--- src/hse_pkg.sv ---
package hse_pkg;

   // defaults for the top-level parameters
   localparam int DEF_MAX_CODE_LEN = 32;
   localparam int DEF_SYMBOL_COUNT = 256;

   // fixed field widths
   localparam int CODE_FIELD_W = 32;
   localparam int LEN_FIELD_W  = 6;
   localparam int BYTE_W       = 8;
   localparam int PAD_W        = 3;

   // queue between front and back
   localparam int QUEUE_DEPTH = 4;
   localparam int QPTR_W      = $clog2(QUEUE_DEPTH);
   localparam int QLVL_W      = $clog2(QUEUE_DEPTH + 1);

   // command codes
   localparam logic [1:0] CMD_LOAD  = 2'd0;
   localparam logic [1:0] CMD_DATA  = 2'd1;
   localparam logic [1:0] CMD_FLUSH = 2'd2;

   typedef struct packed {
      logic [1:0]              cmd;
      logic [7:0]              symbol;
      logic [CODE_FIELD_W-1:0] code_bits;
      logic [LEN_FIELD_W-1:0]  code_length;
   } req_type;

   typedef struct packed {
      logic [BYTE_W-1:0] out_byte;
      logic              has_byte;
      logic              end_of_stream;
      logic [PAD_W-1:0]  pad_bits;
   } rsp_type;

   // one queued job for the bit packer
   typedef struct packed {
      logic                    flush;
      logic [CODE_FIELD_W-1:0] code;
      logic [LEN_FIELD_W-1:0]  len;
   } qent_type;

   // usable code length: parameter limit or the code field width
   function automatic int eff_len(input int max_len);
      int r;
      r = (max_len < CODE_FIELD_W) ? max_len : CODE_FIELD_W;
      return r;
   endfunction

endpackage

--- src/hse_queue.sv ---
module hse_queue (
   input  logic                       clock,
   input  logic                       reset,
   input  logic                       push,
   input  hse_pkg::qent_type          push_entry,
   input  logic                       pop,
   output hse_pkg::qent_type          head,
   output logic                       empty,
   output logic [hse_pkg::QLVL_W-1:0] level
);
   import hse_pkg::*;

   qent_type          slot_ff [QUEUE_DEPTH];
   logic [QPTR_W-1:0] wr_ptr_ff, wr_ptr_in;
   logic [QPTR_W-1:0] rd_ptr_ff, rd_ptr_in;
   logic [QLVL_W-1:0] level_ff, level_in;
   logic              do_pop;

   assign empty  = (level_ff == '0);
   assign level  = level_ff;
   assign head   = slot_ff[rd_ptr_ff];
   assign do_pop = pop && !empty;

   // pointer and fill level update
   always_comb begin
      wr_ptr_in = push ? QPTR_W'(wr_ptr_ff + 1'b1) : wr_ptr_ff;
      rd_ptr_in = do_pop ? QPTR_W'(rd_ptr_ff + 1'b1) : rd_ptr_ff;
      level_in  = level_ff + QLVL_W'(push) - QLVL_W'(do_pop);
   end

   always_ff @(posedge clock) begin
      if (reset) begin
         wr_ptr_ff <= '0;
         rd_ptr_ff <= '0;
         level_ff  <= '0;
      end else begin
         wr_ptr_ff <= wr_ptr_in;
         rd_ptr_ff <= rd_ptr_in;
         level_ff  <= level_in;
      end
   end

   always_ff @(posedge clock) begin
      if (push) begin
         slot_ff[wr_ptr_ff] <= push_entry;
      end
   end

endmodule

--- config.mk ---
export PLATFORM = sky130hd
export DESIGN_NAME = hse_queue
export DESIGN_NICKNAME = d
export VERILOG_FILES = /design/src/hse_pkg.sv /design/src/hse_queue.sv
export SDC_FILE = /design/constraint.sdc
export NUM_CORES = 1
export LEC_CHECK = 0
export BUFFER_PORTS_ARGS = -buffer_cell sky130_fd_sc_hd__buf_2
export CORE_MARGIN = 2
export CORE_UTILIZATION = 51
export DETAILED_ROUTE_END_ITERATION = 10
export PLACE_DENSITY = 0.75
export SLEW_MARGIN = 40
export SYNTH_ARGS = -nofsm -noshare
export SYNTH_HDL_FRONTEND = slang
export SYNTH_SLANG_ARGS = --single-unit
--- constraint.sdc ---
create_clock -name clock -period 1.99 [get_ports clock]
set_input_delay 0.0995 -clock clock [delete_from_list [all_inputs] [get_ports clock]]
set_output_delay 0.0995 -clock clock [all_outputs]
set_load 0.005 [all_outputs]
After elaboration in Yosys (flattened, before gate mapping)
Memory sizes are Yosys's and may differ from the RTL's. A register that Yosys moved wholly into a read port is not among the register bits.
Cells that the tools add are included.

storage, ports and cells
  register bits = 7
  bits in writable memories = 156
  logic and storage cells = 15
  memories = 1
  input bits = 43

operators by class
  add/subtract/negate cells = 4
  muxes and demuxes = 4
  reductions and logical operators = 3

memory list
  memory   depth  bits a word  rd ports  clocked after memory_dff  wr ports  line             RTL
  slot_ff  4      39           1         1                         1         hse_queue.sv:13  qent_type slot_ff [QUEUE_DEPTH];

operators with widths
  operator                                                       count
  2-bit by 1-bit adder with 2-bit output, second input constant  2
  2-bit two-way mux                                              2
  3-bit by 1-bit adder with 3-bit output                         1
  3-bit zero test                                                1
  3-bit by 1-bit subtractor with 3-bit output                    1
  1-bit two-way mux                                              2
  1-bit logical AND                                              1
  1-bit zero test                                                1

Depth between registers and ports, before layout
  depth in word-level cells = 5
  mapped depth = 8
  gate-level depth less buffers = 8

Worst setup path after synthesis
No wires, ideal clock.

  path type = reg2reg
  start = register wr_ptr_ff[0]
  end = memory slot_ff[2][0] (netlist bit) (enable)
  stages on the path, launching flop included = 4
  buffers on the path = 0
  period minus slack after synthesis = 1.888 ns
  setup slack = 0.102 ns
  arrival time = 1.488 ns
  cell sequence = dfxtp_1 -> inv_1 -> ha_1 -> and2_1

RTL lines
  what                    line             RTL
  from (decl)             hse_queue.sv:14  logic [QPTR_W-1:0] wr_ptr_ff, wr_ptr_in;
  from (signal assigned)  hse_queue.sv:37  wr_ptr_ff <= wr_ptr_in;
  to (decl)               hse_queue.sv:13

Straight into the memory's write port.

Worst setup path after layout
  start = register level_ff[2], in the netlist level[2]
  end = register level_ff[2], in the netlist level[2]

between the ends
  word-level cells in the longest chain between the ends = 4

RTL lines
  what                                         line             RTL
  from (decl)                                  hse_queue.sv:16  logic [QLVL_W-1:0] level_ff, level_in;
  from (signal assigned)                       hse_queue.sv:39  level_ff <= level_in;
  3-bit zero test                              hse_queue.sv:19  assign empty = (level_ff == '0);
  1-bit zero test                              hse_queue.sv:22  assign do_pop = pop && !empty;
  1-bit logical AND                            hse_queue.sv:22
  net do_pop                                   hse_queue.sv:17  logic do_pop;
  3-bit by 1-bit subtractor with 3-bit output  hse_queue.sv:28  level_in = level_ff + QLVL_W'(push) - QLVL_W'(do_pop);

The timed path passes the listed nets, and every way through them passes these cells.
A chain may end at the register's enable or synchronous reset.

==> metrics <==
outcome=finished with violations; Worst R2R Path Depth=8; H-tree depth reported by CTS=4; Avg Synthesized Cell Area=24.61 µm²; final instance area=7840 µm²; Antenna Cells=0; total power=9.020 mW; clk sink count=165; HPWL Detailed=6247 µm; Hold Crit Depth=3; crit-path cells=o31a_1, ha_1, inv_1, ha_1, inv_1, fa_1, xnor3_1, nor2_1; Crit. End Element=flop; area delta synth->final=28.96%; total wire length=10490 µm; worst hold path class=in -> reg; clock buffer count from CTS=17; largest net degree at the start of global routing=26; Synth Net Count=297; Seq. cell area=4871 µm²; gpl congestion=0.6794; CP delay by family, top=adder cells; P_leak=around 2.7 nW; Detailed Routing Iterations Pass 1=7; Final min period=~1900 ps; CP required=2290 ps; Die ar.=12810 µm²; number of library cell types mapped by synthesis=20; Starting Density=a little over half; cells after synthesis=around 250; Final Max Slew Viols=0; Via density=approximately 5.3; crit start category=flop; final setup fails=0; CTS tree=yes; Setup Skew=between 5 and 6 ps; I/O Pins=86; final hold vios=0; crit path kind=reg -> reg; layout cell share with drive strength beyond 1=42.79%; Yosys top cell by area=edfxtp_1; DR WL/cell=19.00 µm; Crit Path Max Fanout=5; initial antenna violation count=0; Arr. time, crit path=2180 ps; die width=around 110 µm; Worst path depth=8; Worst slew margin=about 72%; Seq cells post-synth=165; overflow left after global routing=0; Post-Syn Area=6080 µm²; Worst Tran Pin Value=about 420 ps; Final Cycle Share=94.17%; ranking of synthesized cells by area=edfxtp_1 77%, mux4_2 14%, dfxtp_1 3.0%; clk buf depth=2; PD cells=1150 nW/µm²; CTS root buffer=clkbuf_16; DRC=6; slowest stage delay, CP=roughly 360 ps; area of the multi-input gates=roughly 1100 µm²; FP Rows=39; Core Area=about 12000 µm²; number of global-route vias before repair=3219; first-pass GRT wire length=16190 µm; Worst-path clk slew=approximately 60 ps; Slowest-stage cell, CP=fa_1; VDD IR-drop max=0.6621 mV; Placed Area=roughly 7000 µm²; worst skew pair latency=410 ps; All-Layer GR Usage=17.32%; max-cap violations=0; number of DRC markers in iteration 0=166; Nets=446; failing checks=design-rule violations; Ys Warns=0; setup tns final=0 ps; Buf/Inv on CP=2; chip height=113.2 µm; filler cell count=741; count of antenna-violating nets left after detailed routing=0; PortBufs=85; maximum operating frequency=0.5336 GHz; vias post-DR=2948; post-synthesis sequential area ratio=80.02%; Synth top area share=77.05%
## power breakdown
| group | internal (mW) | total, mW | switching, mW | leakage (nW) |
|---|---|---|---|---|
| registers | 4.02 | 4.10 | 0.0790 | 1.51 |
| clock network | 2.16 | 3.37 | 1.21 | 0.291 |
| logic | 0.888 | 1.55 | 0.664 | 0.946 |
| total | 7.07 | 9.02 | 1.95 | 2.75 |
## synth_stat cells
cell	count
edfxtp_1	156
mux4_2	39
dfxtp_1	9
ha_1	6
nor2_1	6
inv_1	5
and2_1	4
clkbuf_1	3
mux2_2	3
nor2b_1	3
buf_2	2
buf_4	2
buf_6	2
fa_1	1
mux2i_1	1
nor3_1	1
o311ai_0	1
o31a_1	1
xnor2_1	1
xnor3_1	1
## cells by family after synthesis
family                   count (synthesis)  share of synthesized area (%)
XOR/XNOR                                 2                         0.5145
adder cells (fa/ha/maj)                  7                          1.564
AND/OR/NAND/NOR                         14                          1.173
AO/OA/AOI/OAI                            2                         0.2882
flip-flops                             165                          80.02
buffers and inverters                   14                          1.276
multiplexers                            43                          15.17
## sequential cells by signal, summed over array words and instances (netlist names), named ones only
name and count:
level 3, wr_ptr_ff 2, rd_ptr_ff 2, slot_ff 156
## path summary, 6_finish.rpt
check,startpoint,endpoint,slack [ps]
max,level[2]$_SDFF_PP0_,level[2]$_SDFF_PP0_,120
min,push,wr_ptr_ff[1]$_SDFFE_PP0P_,50
max reg2reg,level[2]$_SDFF_PP0_,level[2]$_SDFF_PP0_,120
min reg2reg,wr_ptr_ff[1]$_SDFFE_PP0P_,wr_ptr_ff[1]$_SDFFE_PP0P_,560
## per-layer routing
| layer | track usage [%] | up-vias | routed length, µm | share of wire [%] |
|---|---|---|---|---|
| li1 | - | 1334 | - | - |
| met1 | 20.81 | 1515 | 4445 | 42 |
| met2 | 29.54 | 79 | 5356 | 51 |
| met3 | 5.088 | 20 | 486 | 4.6 |
| met4 | 7.236 | 0 | 198 | 1.9 |
| met5 | 0 | - | 0 | 0 |
## cell type report
cell class                 instances  area share [%]
sequential                       165           62.13
multi-input combinational         68           14.57
timing repair buffer             139           12.88
clock inverter                     9           1.931
clock buffer                      23           5.969
tap                              143           2.282
inverter                           5          0.2394
## repair_timing
action	CTS	global route
endpoints found under the hold margin	161	0
setup endpoints to repair	0	19
setup buffers	0	1
gates resized for setup	0	2
hold buffers	40	0
## cells in the final DEF (no fill, tap or decap), types with 2 or more instances in the layout
master and count:
dfxtp_2 2, nor2b_1 3, dfxtp_1 6, edfxtp_1 156
buf_12 6, mux2_2 3, mux4_2 39, clkbuf_16 17
and2_2 4, buf_4 7, clkbuf_1 4, buf_2 85
clkinvlp_4 3, inv_1 5, clkbuf_8 2, nor2_1 6
ha_1 6, dlygate4sd3_1 40, bufinv_16 4
## worst reg2reg max path: stages, from the launching register on
cell and delay (ps):
dfxtp_2 340, o31a_1 320, ha_1 270, inv_1 60
ha_1 130, inv_1 50, fa_1 360, xnor3_1 200
nor2_1 40
## metrics by stage
stage	hold WS, ps	utilization [%]	setup WS [ps]	std cells
final	49.09	68.08	116.0	552
after global routing	78.65	68.08	-6.496	552
after CTS	36.63	67.97	2.433	551
after detailed placement	314.5	59.12	73.47	479
after global placement	311.0	59.12	140.5	479
after floorplan	198.4	-	101.7	247
Power figures use the tool's default switching activity.
