--- src/hse_pkg.sv ---
package hse_pkg;

   // defaults for the top-level parameters
   localparam int DEF_MAX_CODE_LEN = 32;
   localparam int DEF_SYMBOL_COUNT = 256;

   // fixed field widths
   localparam int CODE_FIELD_W = 32;
   localparam int LEN_FIELD_W  = 6;
   localparam int BYTE_W       = 8;
   localparam int PAD_W        = 3;

   // queue between front and back
   localparam int QUEUE_DEPTH = 4;
   localparam int QPTR_W      = $clog2(QUEUE_DEPTH);
   localparam int QLVL_W      = $clog2(QUEUE_DEPTH + 1);

   // command codes
   localparam logic [1:0] CMD_LOAD  = 2'd0;
   localparam logic [1:0] CMD_DATA  = 2'd1;
   localparam logic [1:0] CMD_FLUSH = 2'd2;

   typedef struct packed {
      logic [1:0]              cmd;
      logic [7:0]              symbol;
      logic [CODE_FIELD_W-1:0] code_bits;
      logic [LEN_FIELD_W-1:0]  code_length;
   } req_type;

   typedef struct packed {
      logic [BYTE_W-1:0] out_byte;
      logic              has_byte;
      logic              end_of_stream;
      logic [PAD_W-1:0]  pad_bits;
   } rsp_type;

   // one queued job for the bit packer
   typedef struct packed {
      logic                    flush;
      logic [CODE_FIELD_W-1:0] code;
      logic [LEN_FIELD_W-1:0]  len;
   } qent_type;

   // usable code length: parameter limit or the code field width
   function automatic int eff_len(input int max_len);
      int r;
      r = (max_len < CODE_FIELD_W) ? max_len : CODE_FIELD_W;
      return r;
   endfunction

endpackage

--- src/hse_back.sv ---
module hse_back #(
   parameter int MAX_CODE_LEN = hse_pkg::DEF_MAX_CODE_LEN
) (
   input  logic              clock,
   input  logic              reset,
   input  logic              q_empty,
   input  hse_pkg::qent_type q_head,
   output logic              q_pop,
   output logic              rsp_valid,
   input  logic              rsp_stall,
   output hse_pkg::rsp_type  rsp_item
);
   import hse_pkg::*;

   localparam int EFF_LEN = eff_len(MAX_CODE_LEN);
   localparam int ACC_W   = EFF_LEN + BYTE_W - 1;
   localparam int CNT_W   = $clog2(ACC_W + 1);

   logic [ACC_W-1:0] acc_ff, acc_in;
   logic [CNT_W-1:0] cnt_ff, cnt_in;
   logic             rsp_vld_ff, rsp_vld_in;
   rsp_type          rsp_ff, rsp_in;

   logic             out_free;
   logic             emit_byte;
   logic             last_byte;
   logic             pop_data;
   logic             pop_flush;
   logic [CNT_W-1:0] cnt_base;
   logic [CNT_W-1:0] byte_pos;
   logic [PAD_W-1:0] pad;

   // output register takes a new item when empty or being drained
   assign out_free  = !rsp_vld_ff || !rsp_stall;
   assign emit_byte = (cnt_ff >= CNT_W'(BYTE_W)) && out_free;
   assign last_byte = (int'(cnt_ff) < 2 * BYTE_W);

   // next job may start with the last byte of the current one
   assign pop_data  = !q_empty && !q_head.flush &&
                      ((cnt_ff < CNT_W'(BYTE_W)) || (emit_byte && last_byte));
   assign pop_flush = !q_empty && q_head.flush &&
                      (cnt_ff < CNT_W'(BYTE_W)) && out_free;
   assign q_pop     = pop_data || pop_flush;

   assign byte_pos = cnt_ff - CNT_W'(BYTE_W);
   assign pad      = PAD_W'(4'd8 - 4'(cnt_ff));
   assign cnt_base = emit_byte ? byte_pos : cnt_ff;

   // accumulator and pending count
   always_comb begin
      acc_in = acc_ff;
      cnt_in = cnt_base;
      if (pop_data) begin
         acc_in = (acc_ff << q_head.len) | ACC_W'(q_head.code);
         cnt_in = cnt_base + CNT_W'(q_head.len);
      end else if (pop_flush) begin
         acc_in = '0;
         cnt_in = '0;
      end
   end

   // result item selection
   always_comb begin
      rsp_in     = rsp_ff;
      rsp_vld_in = rsp_vld_ff && rsp_stall;
      if (emit_byte) begin
         rsp_vld_in             = 1'b1;
         rsp_in.out_byte        = BYTE_W'(acc_ff >> byte_pos);
         rsp_in.has_byte        = 1'b1;
         rsp_in.end_of_stream   = 1'b0;
         rsp_in.pad_bits        = '0;
      end else if (pop_flush) begin
         rsp_vld_in             = 1'b1;
         rsp_in.end_of_stream   = 1'b1;
         if (cnt_ff == '0) begin
            rsp_in.out_byte     = '0;
            rsp_in.has_byte     = 1'b0;
            rsp_in.pad_bits     = '0;
         end else begin
            rsp_in.out_byte     = BYTE_W'(acc_ff << pad);
            rsp_in.has_byte     = 1'b1;
            rsp_in.pad_bits     = pad;
         end
      end
   end

   always_ff @(posedge clock) begin
      if (reset) begin
         acc_ff     <= '0;
         cnt_ff     <= '0;
         rsp_vld_ff <= 1'b0;
      end else begin
         acc_ff     <= acc_in;
         cnt_ff     <= cnt_in;
         rsp_vld_ff <= rsp_vld_in;
      end
   end

   always_ff @(posedge clock) begin
      rsp_ff <= rsp_in;
   end

   assign rsp_valid = rsp_vld_ff;
   assign rsp_item  = rsp_ff;

endmodule

--- config.mk ---
export PLATFORM = sky130hd
export DESIGN_NAME = hse_back
export DESIGN_NICKNAME = d
export VERILOG_FILES = /design/src/hse_pkg.sv /design/src/hse_back.sv
export SDC_FILE = /design/constraint.sdc
export NUM_CORES = 1
export LEC_CHECK = 0
export BUFFER_PORTS_ARGS = -buffer_cell sky130_fd_sc_hd__buf_2
export CAP_MARGIN = 25
export CORE_UTILIZATION = 67
export DETAILED_ROUTE_END_ITERATION = 12
export PLACE_DENSITY = 0.95
export SLEW_MARGIN = 5
export SYNTH_ARGS = -nofsm -noshare
export SYNTH_HDL_FRONTEND = slang
export SYNTH_SLANG_ARGS = --single-unit
--- constraint.sdc ---
create_clock -name clock -period 6.3 [get_ports clock]
set_clock_uncertainty 0.05 [all_clocks]
set_input_delay 1.26 -clock clock [delete_from_list [all_inputs] [get_ports clock]]
set_output_delay 1.26 -clock clock [all_outputs]
set_load 0.02 [all_outputs]
# After elaboration in Yosys (flattened, before gate mapping)
# Cells that the tools add are included.
[totals] regBits=59 in_bits=43 output_inout_bits=15
[op_classes] add_sub_neg=3 n_lt_le_gt_ge=3 shift=3 mux=11 n_bitwise=1 n_reduce_logical=18
[op_table] cell="39-bit 2-to-1 mux" count=2
[op_table] cell="39-bit by 32-bit OR with 39-bit output" count=1
[op_table] cell="39-bit by 3-bit left shift with 8-bit output" count=1
[op_table] cell="39-bit by 6-bit left shift with 39-bit output" count=1
[op_table] cell="39-bit by 6-bit right shift with 8-bit output" count=1
[op_table] cell="13-bit 2-to-1 mux" count=2
[op_table] cell="6-bit 2-to-1 mux" count=3
[op_table] cell="9-bit 2-to-1 mux" count=1
[op_table] cell="1-bit logical AND" count=8
[op_table] cell="6-bit adder" count=1
[op_table] cell="6-bit by 4-bit >= comparator with 1-bit output (second input constant)" count=1
[op_table] cell="6-bit zero test" count=1
[op_table] cell="6-bit by 4-bit less-than comparator with 1-bit output (second input constant)" count=1
[op_table] cell="6-bit by 5-bit less-than comparator with 1-bit output (second input constant)" count=1
[op_table] cell="6-bit by 4-bit subtractor with 6-bit output (second input constant)" count=1
[op_table] cell="1-bit zero test" count=4
[op_table] cell="2-bit nonzero test" count=2
[op_table] cell="1-bit logical OR" count=3
[op_table] cell="3-bit 2-to-1 mux" count=1
[op_table] cell="1-bit by 3-bit subtractor with 3-bit output (first input constant)" count=1
[op_table] cell="1-bit 2-to-1 mux" count=2

# Depth between registers and ports, before layout
# Gate-level depths: netlist of run 1.
[logic_depth] word_depth=7 ltp_mapped=12 depth_no_buf=12

# Worst setup path after synthesis of run 1
# OpenSTA, ideal clock, no wires.
[synth_timing] kind="in2out" start="in rsp_stall" end="out q_pop" t_arrival_ps=2387 required_ps=4990 setup_slack_ps=2603 cell_stages=5 n_path_buf=2 path_cell_list="clkbuf_1 -> nand3_1 -> nand4_1 -> clkbuf_1 -> inv_1"
[synth_between] elab_chain_len=7 word_cells_on_any_way=8 classes_between="8 x reduce/logical"
[synth_rtl] element="from (decl)" line_no="hse_back.sv:10" text="input logic rsp_stall,"
[synth_rtl] element="1-bit zero test (*)" line_no="hse_back.sv:34" text="assign out_free = !rsp_vld_ff || !rsp_stall;"
[synth_rtl] element="1-bit logical OR (*)" line_no="hse_back.sv:34"
[synth_rtl] element="1-bit logical AND" line_no="hse_back.sv:35" text="assign emit_byte = (cnt_ff >= CNT_W'(BYTE_W)) && out_free;"
[synth_rtl] element="1-bit logical AND" line_no="hse_back.sv:40" text="((cnt_ff < CNT_W'(BYTE_W)) || (emit_byte && last_byte));"
[synth_rtl] element="1-bit logical OR" line_no="hse_back.sv:40"
[synth_rtl] element="1-bit logical AND" line_no="hse_back.sv:39" text="assign pop_data = !q_empty && !q_head.flush &&"
[synth_rtl] element="1-bit logical OR (*)" line_no="hse_back.sv:43" text="assign q_pop = pop_data || pop_flush;"
[synth_rtl] element="to (decl)" line_no="hse_back.sv:8" text="output logic q_pop,"
# Mark *: on every way between the ends. The rest lies on a longest branch, timed or not.

# Final worst setup path of run 1
[layout_timing] start="in q_empty" end="out q_pop"
[layout_between] elab_chain_len=5 word_cells_on_any_way=7 classes_between="7 x reduce/logical"
[layout_rtl] element="from (decl)" line_no="hse_back.sv:6" text="input logic q_empty,"
[layout_rtl] element="1-bit zero test (*)" line_no="hse_back.sv:39, hse_back.sv:41"
[layout_rtl] element="1-bit logical AND (2 in a row)" line_no="hse_back.sv:41" text="assign pop_flush = !q_empty && q_head.flush &&"
[layout_rtl] element="1-bit logical AND" line_no="hse_back.sv:42" text="(cnt_ff < CNT_W'(BYTE_W)) && out_free;"
[layout_rtl] element="1-bit logical OR (*)" line_no="hse_back.sv:43"
# Marked as above.

==> results of run 1 <==
## per-layer routing
layer  global-route usage  part of all wire
met1                0.596              0.35
met5                    0           0.00061
met4                0.198             0.054
met3                0.171              0.16
met2                0.663              0.43
## placed cells by master (no fill, tap or decap), types with 4 or more instances in the layout
master and n:
a22o_1 4, buf_2 56, dfxtp_1 49, a32oi_1 4, inv_1 12, nand2b_1 8
o31ai_1 5, o22ai_1 4, a221oi_1 4, edfxtp_1 8, a21o_1 4, nor2_1 50
o211ai_1 14, a31oi_1 9, ha_1 9, nand4_1 4, a22oi_1 18, a211oi_1 11
or3_1 5, nor3b_1 6, nor3_1 13, nand3_1 30, mux2i_1 48, a21oi_1 37
nor2b_1 11, o21ai_0 23, mux4_1 6, o21a_1 4, clkbuf_8 10, a32o_1 5
nand2_1 98, o21ai_1 4, mux4_2 84, mux2_2 36, buf_4 12
## sequential cells by signal, summed over array words and instances (netlist names)
signal     cells
acc_ff        39
rsp_valid      1
cnt_ff         6
rsp_item      13
## cell families (layout without fill, tap and decap cells)
| family | Yosys count | after routing | synth area share |
|---|---|---|---|
| and+or+nand+nor | 241 | 241 | 0.153 |
| AOI/OAI and AO/OA | 184 | 184 | 0.180 |
| muxes | 174 | 174 | 0.401 |
| buffers and inverters | 108 | 97 | 0.0684 |
| DFF | 59 | 59 | 0.172 |
| adders and majority gates | 10 | 10 | 0.0181 |
| xor gates and xnor gates | 6 | 6 | 0.00719 |
## final cells by class
type                       instances  share of cell area
clock inverter                     2             0.00131
multi-input combinational        615               0.730
timing repair buffer              69              0.0522
clock buffer                      12              0.0218
inverter                          14             0.00690
sequential                        59               0.166
tap                              136              0.0223
## synth_stat cells (4+ instances only)
| cell type | count | area [µm²] |
|---|---|---|
| nor3b_1 | 6 | 45.0 |
| o31ai_1 | 5 | 37.5 |
| a221oi_1 | 4 | 35.0 |
| nor3_1 | 13 | 65.1 |
| mux2i_1 | 48 | 480 |
| or3_1 | 5 | 31.3 |
| a211oi_1 | 11 | 82.6 |
| mux2_2 | 36 | 405 |
| inv_1 | 12 | 45.0 |
| mux4_2 | 84 | 1890 |
| nand4_1 | 4 | 25.0 |
| o22ai_1 | 4 | 25.0 |
| nand2_1 | 98 | 368 |
| a22o_1 | 4 | 35.0 |
| ha_1 | 9 | 113 |
| buf_2 | 29 | 145 |
| nand2b_1 | 8 | 50.1 |
| a21o_1 | 4 | 30.0 |
| nand3_1 | 30 | 150 |
| nor2b_1 | 11 | 68.8 |
| buf_4 | 7 | 52.6 |
| mux4_1 | 6 | 158 |
| edfxtp_1 | 8 | 240 |
| nor2_1 | 50 | 188 |
| clkbuf_1 | 51 | 191 |
| o211ai_1 | 14 | 105 |
| o21ai_1 | 4 | 20.0 |
| o21a_1 | 4 | 30.0 |
| a21oi_1 | 37 | 185 |
| o21ai_0 | 23 | 115 |
| a31oi_1 | 9 | 56.3 |
| a22oi_1 | 18 | 135 |
| dfxtp_1 | 51 | 1020 |
| a32o_1 | 5 | 50.1 |
| a32oi_1 | 4 | 35.0 |
## path summary, 6_finish.rpt
kind                                  from                  endpoint  slack (ns)  depth (start not counted)
hold reg to reg   rsp_item[3]$_SDFFE_PP0P_  rsp_item[3]$_SDFFE_PP0P_        0.40                          2
setup / recovery                   q_empty                     q_pop        2.48                          6
hold / removal    rsp_item[3]$_SDFFE_PP0P_  rsp_item[3]$_SDFFE_PP0P_        0.40                          2
setup reg to reg    cnt_ff[1]$_SDFFE_PP0P_      cnt_ff[5]$_SDFF_PP0_        2.55                         10
## power groups by stage
stage          registers (mW)  clock network, mW  logic (mW)
2_1_floorplan           0.556                  0       0.736
3_3_place_gp            0.612                  0       0.886
3_5_place_dp            0.620                  0       0.919
4_1_cts                 0.612              0.341       0.927
5_1_grt                 0.629              0.358        1.02
6_report                0.623              0.341       0.959
## critical path, cell delays in order
cell     delay [ns]
buf_2          0.11
nor3_1         0.44
nand4_1        0.18
buf_4          0.27
inv_1          0.08
buf_2          0.15
## metrics by stage
step	cells	worst slack [ns]	hold WS [ns]	instance area, µm²
6_report	907	2.48	0.400	7620
3_5_place_dp	892	2.39	0.394	7410
2_1_floorplan	782	2.60	0.437	7310
5_1_grt	907	2.30	0.425	7620
4_1_cts	906	2.52	0.404	7590
3_3_place_gp	892	2.44	0.385	7410
==> metrics.md, run 1 <==
| Metric | Value |
|---|---|
| Endpoints failing hold | `0` |
| Final WL | `24400 µm` |
| I/O Pins | `58` |
| Total power | `just under 2 mW` |
| Int Power | `1.04 mW` |
| Number of flops mapped to enable cells by yosys | `8` |
| Yosys reg bits | `59` |
| Post-route minimum period | `3.82 ns` |
| Clk sinks | `between 50 and 60` |
| Cell Rows | `37` |
| Die Y-Extent | `106 µm` |
| Syn Inst Count | `782` |
| Drt pass-1 iters | `6` |
| Syn_nets | `835` |
| Cell variety after synth | `75` |
| CP Launch Type | `input pin` |
| Die area | `around 11000 µm²` |
| Seq pwr share | `0.324` |
| Detail Placement HPWL | `16600 µm` |
| Switch Pwr | `0.878 mW` |
| Tcrit/Tclk final | `0.606` |
| WL per Instance | `26.9 µm` |
| Post-Route Setup TNS | `0 ns` |
| Switching share of power | `0.457` |
| TritonCTS clock tree | `built` |
| Longest Clk Path Bufs | `2` |
| Drc violations | `0` |
| Clock root buffer | `clkbuf_8` |
| Global-route usage over all layers | `0.451` |
| Largest net degree at the start of global routing | `76` |
| Final setup violation count | `0` |
| Drt first-iter violations | `1111` |
| Syn_area_per_cell | `9.35 µm²` |
| Lkg Pwr | `2.80 nW` |
| Vias | `about 7300` |
| Proportion of layout cells with a drive suffix above 1 | `0.285` |
| Crit Path Class | `input pin to primary output` |
| Comb power frac | `0.499` |
| Top_reg_cell synth | `dfxtp_1` |
| Die Width | `between 100 and 150 µm` |
| ANT nets after route | `0` |
| Later-pin clock latency in the skew report | `around 0.39 ns` |
| Yosys Warn Count | `0` |
| Fmax | `262 MHz` |
| Part of the power in the clock network | `0.177` |
| Crit end category | `primary output` |
| Number of global-route vias before repair | `6870` |
| Status | `completed` |
| Mapped Area | `7310 µm²` |
| H-tree levels | `3` |
| Register area share after synthesis | `0.172` |
| VDD IR max | `0.285 mV` |
| Worst slew margin | `0.327` |
| Area Overhead vs Synth | `4.19%` |
| Max-cap violations | `0` |
| Slew @ Worst Pin | `1.00 ns` |
| TritonCTS Buffers | `9` |
| Antenna cell count | `0` |
| Starting Density | `0.699` |
| Total grt overflow | `0` |
| Arrival @ worst endpoint | `2.51 ns` |
| Post_cts resized | `0` |
| Area of the multi-input gates | `approximately 5600 µm²` |
| Critical Path RT | `~5 ns` |
| Post-synth ARST share | `0` |
| Port Buffers | `57` |
| Final Util | `0.728` |
| First-pass GRT wire length | `38300 µm` |
| Max FO, Critical Path | `19` |
| # hold bufs at CTS | `0` |
| Register area | `1260 µm²` |
| Tightest Hold Check Type | `flop to flop` |
| Setup Fix Bufs, Post-CTS | `0` |
| Initial antenna violation count | `1` |
| Vias per std cell | `7.99` |
| Final max-slew violation count | `0` |
| Filler cells | `774` |
| Clk slew on worst S/H paths | `0.06 ns` |
| GPL Wtd Cong | `0.996` |
| RSZ-0062 raised after global routing | `false` |
| PwrDens | `between 200 and 300 nW/µm²` |
| Core area | `10500 µm²` |
| Final net count | `821` |
(Power assumes the default switching activity.)
==> run 2: changes to the inputs <==
--- a/config.mk
+++ b/config.mk
@@ -7,9 +7,9 @@
 export LEC_CHECK = 0
 export BUFFER_PORTS_ARGS = -buffer_cell sky130_fd_sc_hd__buf_2
 export CAP_MARGIN = 25
-export CORE_UTILIZATION = 67
+export CORE_UTILIZATION = 62
 export DETAILED_ROUTE_END_ITERATION = 12
-export PLACE_DENSITY = 0.95
+export PLACE_DENSITY = 0.94
 export SLEW_MARGIN = 5
 export SYNTH_ARGS = -nofsm -noshare
 export SYNTH_HDL_FRONTEND = slang
==> constraint.sdc (replaced) <==
create_clock -name clock -period 3.8 [get_ports clock]
set_clock_uncertainty 0.05 [all_clocks]
set_input_delay 0.76 -clock clock [delete_from_list [all_inputs] [get_ports clock]]
set_output_delay 0.76 -clock clock [all_outputs]
set_load 0.02 [all_outputs]
==> metrics.md, run 2 (synthesis gave the netlist of run 1 again) <==
| Metric | Value |
|---|---|
| Post-route minimum period | `3.34 ns` |
| Die Y-Extent | `111 µm (was 106 µm)` |
| Crit end category | `flop (was primary output)` |
| Vias | `7344 (was 7251)` |
| RSZ-0062 raised after global routing | `false (unchanged)` |
| Port Buffers | `57 (unchanged)` |
| Worst reg2reg path depth | `13 (was 10)` |
| Lkg Pwr | `2.91 nW (was 2.80 nW)` |
| GPL Wtd Cong | `1.01 (was 0.996)` |
| Final max-slew violation count | `0 (unchanged)` |
| Crit Path Class | `flop to flop (was input pin to primary output)` |
| Worst Setup SP | `cnt_ff[4]$_SDFF_PP0_ (was q_empty)` |
| Area Overhead vs Synth | `7.27% (was 4.19%)` |
| Number of global-route vias before repair | `7037 (was 6870)` |
| Worst r2r src | `cnt_ff[4]$_SDFF_PP0_ (was cnt_ff[1]$_SDFFE_PP0P_)` |
| WL per Instance | `27.3 µm (was 26.9 µm)` |
| Met3 Use GR | `0.128 (was 0.171)` |
| Post-route cell area | `7840 µm² (was 7620 µm²)` |
| TritonCTS clock tree | `built (unchanged)` |
| Longest Clk Path Bufs | `2 (unchanged)` |
| Largest reg by FF count | `acc_ff (unchanged)` |
| Clk sinks | `59 (unchanged)` |
| Crit path capture | `cnt_ff[5]$_SDFF_PP0_ (was q_pop)` |
| VDD IR max | `0.440 mV (was 0.285 mV)` |
| Max-cap violations | `0 (unchanged)` |
| Critical Path RT | `4.04 ns (was 4.99 ns)` |
| Proportion of layout cells with a drive suffix above 1 | `0.297 (was 0.285)` |
| Largest net degree at the start of global routing | `56 (was 76)` |
| Tightest Hold Check Type | `flop to flop (unchanged)` |
| Initial antenna violation count | `0 (was 1)` |
| H-tree levels | `3 (unchanged)` |
| Core area | `11500 µm² (was 10500 µm²)` |
| Post_cts resized | `0 (unchanged)` |
| Filler cells | `837 (was 774)` |
| Later-pin clock latency in the skew report | `0.36 ns (was 0.39 ns)` |
| Starting Density | `0.638 (was 0.699)` |
| Commonest non-fill, non-tap cell in the layout | `nand2_1 (unchanged)` |
| Endpoints failing hold | `0 (unchanged)` |
| I/O Pins | `58 (unchanged)` |
| Vias per std cell | `7.94 (was 7.99)` |
| Global-route usage over all layers | `0.418 (was 0.451)` |
| CP Launch Type | `flop (was input pin)` |
| Die Width | `111 µm (was 106 µm)` |
| Clk slew on worst S/H paths | `0.05 ns (was 0.06 ns)` |
| Post-DP Area | `7540 µm² (was 7410 µm²)` |
| PwrDens | `452 nW/µm² (was 252 nW/µm²)` |
| Final setup violation count | `0 (unchanged)` |
| # hold bufs at CTS | `0 (unchanged)` |
| Cell Rows | `39 (was 37)` |
| Total grt overflow | `0 (unchanged)` |
| Terminus of the critical flop-to-flop path | `cnt_ff[5]$_SDFF_PP0_ (unchanged)` |
| GRT busiest layer | `met2 (unchanged)` |
| TritonCTS Buffers | `9 (unchanged)` |
| Final WL | `25200 µm (was 24400 µm)` |
| Drt pass-1 iters | `7 (was 6)` |
| Max reg flops | `39 (unchanged)` |
| Drt first-iter violations | `1216 (was 1111)` |
| Detail Placement HPWL | `17100 µm (was 16600 µm)` |
| Tcrit/Tclk final | `0.878` |
| Max FO, Critical Path | `9 (was 19)` |
| Drc violations | `0 (unchanged)` |
| Antenna cell count | `0 (unchanged)` |
| Setup Fix Bufs, Post-CTS | `0 (unchanged)` |
| Die area | `12200 µm² (was 11300 µm²)` |
| Arrival @ worst endpoint | `3.58 ns (was 2.51 ns)` |
| Met1 Resource Use GR | `0.546 (was 0.596)` |
| Most frequent cells in the layout | `nand2_1, mux4_2, buf_2 (unchanged)` |
| Clock root buffer | `clkbuf_16 (was clkbuf_8)` |
| Final net count | `830 (was 821)` |
| ANT nets after route | `0 (unchanged)` |
| Fmax | `about 300 MHz` |
| Slew @ Worst Pin | `1.04 ns (was 1.00 ns)` |
| Post-Route Setup TNS | `0 ns (unchanged)` |
| First-pass GRT wire length | `39300 µm (was 38300 µm)` |
| Routing usage on met2 | `0.606 (was 0.663)` |
| Status | `completed (unchanged)` |
| Hold WS | `0.405 ns (was 0.400 ns)` |
| Worst slew margin | `0.304 (was 0.327)` |
| FF-to-FF setup slack | `0.46 ns (was 2.55 ns)` |
-- run 2: report_power, final --
group / switching (mW) / internal (mW)
Combinational: 0.935 / 0.703
Sequential: 0.261 / 0.769
Clock: 0.345 / 0.533
Total: 1.54 / 2.01
-- run 2: metal layers --
layer	vias up	share of wire
met5	-	0
met4	0	0.059
met3	179	0.16
met2	722	0.43
met1	3403	0.34
li1	3040	-
-- run 2: worst min-delay path by stage --
stage / start / endpoint / cells after the start
finish: rsp_item[3]$_SDFFE_PP0P_ / rsp_item[3]$_SDFFE_PP0P_ / 2
global route: rsp_item[3]$_SDFFE_PP0P_ / rsp_item[3]$_SDFFE_PP0P_ / 2
CTS: rsp_item[3]$_SDFFE_PP0P_ / rsp_item[3]$_SDFFE_PP0P_ / 2
detailed placement: rsp_item[3]$_SDFFE_PP0P_ / rsp_item[3]$_SDFFE_PP0P_ / 2
global placement: rsp_item[3]$_SDFFE_PP0P_ / rsp_item[3]$_SDFFE_PP0P_ / 2
floorplan: acc_ff[37]$_SDFFE_PP0P_ / acc_ff[37]$_SDFFE_PP0P_ / 1
-- run 2: worst max-delay path, stage by stage, from the launching register on --
cell	delay, ns
dfxtp_1	0.45
inv_1	0.11
ha_1	0.20
nor2b_1	0.17
a2111oi_4	0.35
buf_4	0.21
a21o_1	0.20
o21ai_0	0.18
ha_1	0.37
o21ai_0	0.11
o21bai_1	0.15
a21oi_1	0.10
or4_1	0.52
nand3_1	0.10
-- run 2: layout make-up --
cell class | instances | area (µm²) | area share
Timing Repair Buffer | 78 | 483 | 0.0616
Clock inverter | 3 | 16.3 | 0.00207
Sequential cell | 59 | 1260 | 0.161
Inverter | 14 | 52.6 | 0.00670
Tap cell | 143 | 179 | 0.0228
Clock buffer | 13 | 292 | 0.0372
Multi-Input combinational cell | 615 | 5560 | 0.709
-- run 2: through the flow --
stage	std cells	util	worst slack, ns	total power, mW
floorplan	782	-	0.850	2.14
finish	925	0.684	0.463	3.55
detailed placement	909	0.657	0.595	2.59
global placement	909	0.657	0.685	2.54
global route	925	0.684	0.328	3.66
CTS	925	0.684	0.514	3.46
